`config.mk`:
```
export PLATFORM = sky130hd
export DESIGN_NAME = srsa_free_map
export DESIGN_NICKNAME = d
export VERILOG_FILES = /design/src/srsa_pkg.sv /design/src/srsa_free_map.sv
export SDC_FILE = /design/constraint.sdc
export NUM_CORES = 2
export LEC_CHECK = 0
export BUFFER_PORTS_ARGS = -buffer_cell sky130_fd_sc_hd__clkbuf_2
export CAP_MARGIN = 20
export CORE_MARGIN = 5
export CORE_UTILIZATION = 45
export CTS_BUF_LIST = sky130_fd_sc_hd__clkbuf_8
export DETAILED_ROUTE_END_ITERATION = 16
export SYNTH_ARGS = -nofsm -noshare
export SYNTH_HDL_FRONTEND = slang
export SYNTH_SLANG_ARGS = --single-unit
```
`constraint.sdc`:
```
create_clock -name clk -period 10.4 [get_ports clk]
set_input_delay 0.52 -clock clk [delete_from_list [all_inputs] [get_ports clk]]
set_output_delay 0.52 -clock clk [all_outputs]
set_load 0.03 [all_outputs]
```
`src/srsa_pkg.sv`:
```
// Types, codes and helpers shared by the slot record store allocator.
// No dependencies; imported by srsa_free_map and slot_record_store_allocator.
`default_nettype none

package srsa_pkg;

  localparam int HANDLE_W = 12;
  localparam int DATA_W   = 64;
  localparam int ROLE_W   = 8;
  localparam int STATUS_W = 3;

  // request codes
  localparam logic [1:0] REQ_ADD    = 2'd0;
  localparam logic [1:0] REQ_GET    = 2'd1;
  localparam logic [1:0] REQ_UPDATE = 2'd2;
  localparam logic [1:0] REQ_DELETE = 2'd3;

  // response status codes
  localparam logic [STATUS_W-1:0] ST_OK         = 3'd0;
  localparam logic [STATUS_W-1:0] ST_INVALID    = 3'd1;
  localparam logic [STATUS_W-1:0] ST_NOT_FOUND  = 3'd2;
  localparam logic [STATUS_W-1:0] ST_BAD_HANDLE = 3'd3;
  localparam logic [STATUS_W-1:0] ST_FULL       = 3'd4;
  localparam logic [STATUS_W-1:0] ST_FREE       = 3'd5;

  // free map is held as words of FM_W slot bits
  localparam int FM_W  = 32;
  localparam int FM_BW = 5;

  typedef struct packed {
    logic [1:0]          req_type;
    logic [HANDLE_W-1:0] slot_handle;
    logic [DATA_W-1:0]   rec_id;
    logic [ROLE_W-1:0]   rec_role;
    logic [DATA_W-1:0]   name_word;
    logic [DATA_W-1:0]   key_word;
  } req_t;

  typedef struct packed {
    logic [STATUS_W-1:0] status;
    logic [HANDLE_W-1:0] out_handle;
    logic [DATA_W-1:0]   out_id;
    logic [ROLE_W-1:0]   out_role;
    logic [DATA_W-1:0]   out_name;
    logic [DATA_W-1:0]   out_key;
  } rsp_t;

  typedef struct packed {
    logic [DATA_W-1:0] id;
    logic [ROLE_W-1:0] role;
    logic [DATA_W-1:0] name;
    logic [DATA_W-1:0] key;
  } rec_t;

  // Free map commands. During init, slot carries a map word number.
  typedef struct packed {
    logic                init;
    logic                look;
    logic                find;
    logic                take;
    logic                put_back;
    logic [HANDLE_W-1:0] slot;
  } fm_cmd_t;

  typedef struct packed {
    logic                any_free;
    logic                slot_free;
    logic [HANDLE_W-1:0] low_slot;
  } fm_stat_t;

  // Keep bytes 0..nbytes-2 up to the first zero byte, clear the rest.
  function automatic logic [DATA_W-1:0] clean_word(input logic [DATA_W-1:0] w,
                                                   input int nbytes);
    logic [DATA_W-1:0] r;
    logic              alive;
    r     = '0;
    alive = 1'b1;
    for (int i = 0; i < 8; i++) begin
      if (alive && (i + 1 < nbytes) && (w[8*i +: 8] != 8'd0)) begin
        r[8*i +: 8] = w[8*i +: 8];
      end else begin
        alive = 1'b0;
      end
    end
    return r;
  endfunction

endpackage

`default_nettype wire

```
`src/srsa_free_map.sv`:
```
// Two-level free map: a memory of FM_W-bit slot words plus a summary register
// with one bit per word. Depends on srsa_pkg.
`default_nettype none

module srsa_free_map import srsa_pkg::*; #(
  parameter int SLOTS = 1024
) (
  input  logic     clk,
  input  logic     rst,
  input  fm_cmd_t  cmd,
  output fm_stat_t stat
);

  localparam int NWORDS = (SLOTS + FM_W - 1) / FM_W;
  localparam int WI     = (NWORDS > 1) ? $clog2(NWORDS) : 1;
  localparam int CW     = HANDLE_W + 1;

  logic [FM_W-1:0]   mem [NWORDS];
  logic [FM_W-1:0]   rdata;
  logic [WI-1:0]     word_q;
  logic [NWORDS-1:0] summary;

  logic [WI-1:0]     low_word;
  logic [WI-1:0]     rd_word;
  logic [WI-1:0]     cmd_word;
  logic [FM_BW-1:0]  bit_idx;
  logic [FM_BW-1:0]  low_bit;
  logic [FM_W-1:0]   new_word;
  logic [FM_W-1:0]   init_mask;
  logic [CW-1:0]     init_base;
  logic              init_ok;
  logic              wr_en;
  logic [WI-1:0]     wr_addr;
  logic [FM_W-1:0]   wr_data;

  function automatic logic [FM_BW-1:0] lowest_bit(input logic [FM_W-1:0] v);
    logic [FM_BW-1:0] r;
    r = '0;
    for (int i = FM_W - 1; i >= 0; i--) begin
      if (v[i]) r = FM_BW'(i);
    end
    return r;
  endfunction

  always_comb begin
    low_word = '0;
    for (int i = NWORDS - 1; i >= 0; i--) begin
      if (summary[i]) low_word = WI'(i);
    end
  end

  assign cmd_word = cmd.slot[FM_BW +: WI];
  assign bit_idx  = cmd.slot[FM_BW-1:0];
  assign rd_word  = cmd.find ? low_word : cmd_word;
  assign low_bit  = lowest_bit(rdata);

  always_comb begin
    new_word = rdata;
    if (cmd.take)     new_word[bit_idx] = 1'b0;
    if (cmd.put_back) new_word[bit_idx] = 1'b1;
  end

  // only slots below SLOTS start out free
  assign init_base = CW'({cmd.slot[WI-1:0], {FM_BW{1'b0}}});
  assign init_ok   = cmd.slot < HANDLE_W'(NWORDS);
  always_comb begin
    for (int b = 0; b < FM_W; b++) begin
      init_mask[b] = (init_base + CW'(b)) < CW'(SLOTS);
    end
  end

  assign wr_en   = (cmd.init && init_ok) || cmd.take || cmd.put_back;
  assign wr_addr = cmd.init ? cmd.slot[WI-1:0] : cmd_word;
  assign wr_data = cmd.init ? init_mask : new_word;

  always_ff @(posedge clk) begin
    if (wr_en) mem[wr_addr] <= wr_data;
    if (cmd.look) begin
      rdata  <= mem[rd_word];
      word_q <= rd_word;
    end
  end

  always_ff @(posedge clk) begin
    if (rst) begin
      summary <= '1;
    end else if (cmd.take || cmd.put_back) begin
      summary[cmd_word] <= |new_word;
    end
  end

  assign stat.any_free  = |summary;
  assign stat.slot_free = rdata[bit_idx];
  assign stat.low_slot  = HANDLE_W'({word_q, low_bit});

  a_take_free: assert property (@(posedge clk) disable iff (rst)
    cmd.take |-> stat.slot_free)
    else $error("slot taken that the map does not show free");

  a_release_used: assert property (@(posedge clk) disable iff (rst)
    cmd.put_back |-> !stat.slot_free)
    else $error("slot released that the map already shows free");

  a_init_alone: assert property (@(posedge clk) disable iff (rst)
    cmd.init |-> !(cmd.look || cmd.take || cmd.put_back))
    else $error("map access during init sweep");

endmodule

`default_nettype wire

```
# [Word-level counts from Yosys, hierarchy flattened]
# Memories as Yosys holds them, arrays and structs flattened. A register that Yosys moved wholly into a read port is not among the register bits.
# Cells that the tools add are included.
# W data, S select, Z words.
[op_classes] addsub=31 n_lt_le_gt_ge=37 muxes=78 reduce_logical=8 bitwise_logic=3
[ops] cell="$lt A11 B11 Y1 const B" count=31
[ops] cell="$mux W5" count=66
[ops] cell="$add A10 B5 Y11 const B" count=16
[ops] cell="$mux W32" count=3
[ops] cell="$add A10 B4 Y11 const B" count=8
[ops] cell="$reduce_or A32 Y1" count=2
[ops] cell="$add A10 B3 Y11 const B" count=4
[ops] cell="$and A32 B32 Y32" count=1
[ops] cell="$bwmux W32" count=1
[ops] cell="$not A32 Y32" count=1
[ops] cell="$or A32 B32 Y32" count=1
[ops] cell="$add A10 B2 Y11 const B" count=2
[ops] cell="$lt A12 B6 Y1 const B" count=1
[ops] cell="$lt A5 B6 Y1 const B" count=2
[ops] cell="$add A10 B1 Y11 const B" count=1
[ops] cell="$lt A10 B11 Y1 const B" count=1
[ops] cell="$demux W1 S5" count=2
[ops] cell="$ge A5 B1 Y1 const B" count=2
[ops] cell="$bmux W1 S5" count=1
[ops] cell="$mux W1" count=5
[ops] cell="$logic_and A1 B1 Y1" count=3
[ops] cell="$logic_or A1 B1 Y1" count=3
[word_totals] memories=1 out_inout_bits=14 ramBits=1024 inputBits=19 ff_bits=37
[mem_list] name="mem" words=32 word_bits=32 rd=1 rd_ports_with_merged_regs=1 wr=1 line="srsa_free_map.sv:18" rtl="logic [FM_W-1:0] mem [NWORDS];"

# [Longest topological paths before layout]
[depth] ltp_word=33 mapped_depth=12

# [Worst setup path before layout]
# Ideal clock, no wire load.
[synth_timing] path_kind="input to register" start="input port cmd[7] (netlist name)" end="memory mem[21][0] (enable)" path_slack_ns=6.396 cell_stages=9 required_time_ns=9.979 path_buffers=5 arrival_time_ns=3.583 path_cell_list="buf_2 -> buf_2 -> buf_2 -> buf_2 -> buf_1 -> nand2_1 -> o21ai_0 -> nand2_1 -> nor2_1"
[synth_via] elab_chain_cells=6 elab_cells_between_ends=7
[synth_rtl] item="start: declaration" line="srsa_free_map.sv:10" rtl="input fm_cmd_t cmd,"
[synth_rtl] item="$lt A12 B6 Y1" line="srsa_free_map.sv:65" rtl="assign init_ok = cmd.slot < HANDLE_W'(NWORDS);"
[synth_rtl] item="$logic_and A1 B1 Y1" line="srsa_free_map.sv:72" rtl="assign wr_en = (cmd.init && init_ok) || cmd.take || cmd.put_back;"
[synth_rtl] item="$logic_or A1 B1 Y1 (2 in a row)" line="srsa_free_map.sv:72"
[synth_rtl] item="$mux W1" line="srsa_free_map.sv:77" rtl="if (wr_en) mem[wr_addr] <= wr_data;"
[synth_rtl] item="$mux W1 (not written as such)" line="srsa_free_map.sv:77"
[synth_rtl] item="end: declaration" line="srsa_free_map.sv:18"
# Several ways; a longest one is shown, not always the timed one.

# [Worst setup path in the final report]
[layout_timing] start="input port cmd[14] (netlist name)" end="register rdata[29] (read register of mem) (data pin)"
[layout_via] elab_chain_cells=1
[layout_rtl] item="$mux W5" line="srsa_free_map.sv:54" rtl="assign rd_word = cmd.find ? low_word : cmd_word;"
[layout_rtl] item="end: declaration" line="srsa_free_map.sv:19" rtl="logic [FM_W-1:0] rdata;"
# No other way between the ends.
# A chain may end at the register's enable or synchronous reset.

==> results by group <==
Yosys
  – Yosys reg bits: 1093
  – EDFF count, synth: 1061
  – Register area share after synthesis: 0.578
  – Adder-cell share of the synthesized area: 0
  – Synth Warn #: 0
  – Top FF cell, synth: edfxtp_1
  – Simple-Gate Fraction of Synth Area: 0.140
  – Post-synth ARST share: 0
  – Mapped Cells: about 4800
  – Syn avg cell area: 11.8 um^2
  – Unique masters post-synth: 62
  – Share of the synthesized area in the top cell type: 0.566
  – Post-synthesis mux area share: 0.0984
  – Post-synthesis xor/xnor area fraction: 0
  – Largest cells by area after synthesis: edfxtp_1 57%, mux2i_1 6.3%, and2_1 4.7%
  – Mapped cell area: 56300 um^2
  – Main combinational cell family by area after synthesis: compound AO/OA/AOI/OAI gates
  – Post-synth top area cell: edfxtp_1
  – Compound-cell area share of the yosys netlist: 0.154

Detailed routing
  – Detail Route Antenna Nets: 0
  – Drt wl/cell: 28.4 um
  – DRC: 0
  – Drt total wl: 183000 um
  – Via count: 42900
  – Via density: around 6.7
  – DR iter-0 viols: 5182
  – Drt first pass iters: 5

Layout
  – Layout area overhead: 9.06%
  – Fin nets: 4698
  – Fillers: approximately 11000
  – Fraction of layout cells with a size suffix above 1: 0.132
  – Post-route cell area: 61400 um^2

Setup path
  – Worst EP arrival: 5.85 ns
  – Crit Path Category: in -> reg
  – Maximum fanout along the worst path: 98
  – Worst EP required: 11.10 ns
  – Crit end category: flop
  – CP startpoint kind: input pin

Clock tree
  – Skew-Pair Late Insertion Delay: between 0.9 and 1 ns
  – CTS H-tree lvls: 4
  – Setup bufs post-CTS: 0
  – CTS tree: done
  – CTS Sinks: approximately 1100
  – Num CTS Buffers: 185
  – Worst-path clk slew: 0.07 ns
  – CTS Buffer Depth: 3
  – Root buf cell: clkbuf_8
  – Post-CTS Hold Buffers: 0
  – Post-CTS sizing: 0

Run
  – Max-Cap Viols: 0

Placed design
  – Area after DPL: 58100 um^2
  – Port Buffers: 30
  – Dpl hpwl: 97100 um
  – Gpl congestion: around 0.9
  – Worst slack, placed: 4.43 ns

Pwr
  – Leak Pwr: 19.8 nW
  – VDD IR-drop max: 0.0000828 V
  – Total Power: 9.50 mW
  – Power per cell area: 155 nW/um^2

Floorplanning
  – Die W: 364 um
  – Io pins: 33
  – Initial Utilization: 0.454
  – Die Ht: 364 um
  – Die area: 132000 um^2
  – Placement row count: 129
  – CORE AREA: 124000 um^2

Timing
  – Worst-Margin Slew: approximately 1.1 ns
  – Max frequency: 0.194 GHz
  – Layout Skew: 0.0366 ns
  – Final Cycle Share: 0.495
  – Final Hold Viols: 0
  – Setup WS post-layout: 5.25 ns
  – Fin. max-slew vios: 0
  – Max-slew headroom: 0.261
  – Setup-failing EPs final: 0
  – TNS Setup: 0 ns
  – Minimum clock period: 5.15 ns
  – Setup repair after global routing missed its margin: false
  – Hold WS: ~0.19 ns

Worst hold path
  – Hold Crit Class: in -> reg

Status
  – Status: completed

Global routing
  – First-pass GRT wire length: 267000 um
  – Total Routing Usage GR: 0.270
  – Largest net degree at the start of global routing: 199
  – Grt total ovfl: 0
  – Initial antenna violation count: 4
  – Vias in the first global route: 41000
synthesized netlist by cell type (130+ instances only):
library cell / n
a211oi_1: 197
a21oi_1: 339
and2_1: 419
clkbuf_1: 275
edfxtp_1: 1061
mux2_2: 163
mux2i_1: 352
nand2_1: 156
nor2_1: 295
nor3_1: 197
nor4_1: 214
o21ai_0: 188
o22ai_1: 130
o32ai_1: 194
layer usage:
layer  GRT usage  wire length, um  part of all wire  vias up
met4       0.105             7100             0.039        0
li1            -                -                 -    18700
met3      0.0586            17600             0.096      461
met1       0.372            76900              0.42    21500
met2       0.420            81600              0.45     2199
met5           0                0                 0        -
report_power, final:
| group | switching, mW | leakage, nW | internal, mW | total [mW] |
|---|---|---|---|---|
| logic | 0.629 | 8.27 | 0.298 | 0.927 |
| registers | 0.0637 | 9.65 | 4.96 | 5.02 |
| clock network | 1.75 | 1.89 | 1.80 | 3.55 |
| total | 2.44 | 19.8 | 7.06 | 9.50 |
layout by cell type (no fill, tap or decap), types with 7 or more instances in the layout:
cell type,synthesis,final
nand3_1,37,35
nor4b_2,31,31
inv_1,24,82
nand2_1,156,156
o211ai_1,39,39
dfxtp_1,32,32
clkinv_1,0,40
nor2_4,0,32
or4_1,10,10
clkinv_2,0,13
and2_1,419,419
mux4_2,8,8
a22oi_1,31,31
o2111ai_1,31,31
o21ai_1,11,8
nor2_1,295,263
clkbuf_2,7,28
nor3_1,197,197
o21ai_0,188,188
o22ai_1,130,130
buf_4,2,82
mux2i_1,352,352
clkbuf_8,0,194
nand2b_1,7,7
buf_12,0,8
a22o_1,64,64
nor4_1,214,214
edfxtp_1,1061,1061
a211oi_1,197,197
o221ai_1,34,33
mux2_2,163,163
o32ai_1,194,194
a21oi_1,339,338
or2_2,36,36
nand3b_1,9,9
kinds of logic after synthesis:
kind of cell,count (synthesis)
AND/OR/NAND/NOR,1438
other,1
multiplexers,523
flip-flops,1093
AO/OA/AOI/OAI,1291
buffers and inverters,412
final cells by class:
type | instances | area [um^2] | share of cell area
inverter | 25 | 106 | 0.00173
clock buffer | 194 | 2670 | 0.0435
timing repair buffer | 120 | 946 | 0.0154
tap | 1637 | 2050 | 0.0334
sequential | 1093 | 32500 | 0.530
multi-input combinational | 3254 | 22500 | 0.366
antenna | 1 | 2.50 | 0.0000408
clock inverter | 124 | 627 | 0.0102
worst paths after layout:
check / slack [ns] / cells past startpoint / to / from
setup / recovery: 5.25 / 12 / rdata[29] / cmd[14]
hold / removal: 0.19 / 3 / word_q[3] / cmd[8]
setup reg to reg: 5.29 / 11 / rdata[29] / summary[8]
hold reg to reg: 0.53 / 2 / summary[15] / summary[15]
stage by stage:
stage                     std cells   util
after floorplan                4759      -
after global placement         6129  0.468
after detailed placement       6129  0.468
after CTS                      6447  0.495
after global routing           6448  0.495
final                          6448  0.495
sequential cells by signal (all words and copies together) (netlist names):
register / count
mem: 1024
rdata: 32
summary: 32
word_q: 5
worst max-delay path, stage by stage:
cell	delay (ns)
buf_8	0.48
buf_4	0.64
inv_6	0.31
o32ai_4	0.42
buf_4	0.87
buf_4	0.65
buf_4	0.67
and2_1	0.25
o32ai_1	0.08
a211oi_1	0.33
o22ai_1	0.15
nor4b_2	0.28
Power figures use the tool's default switching activity.
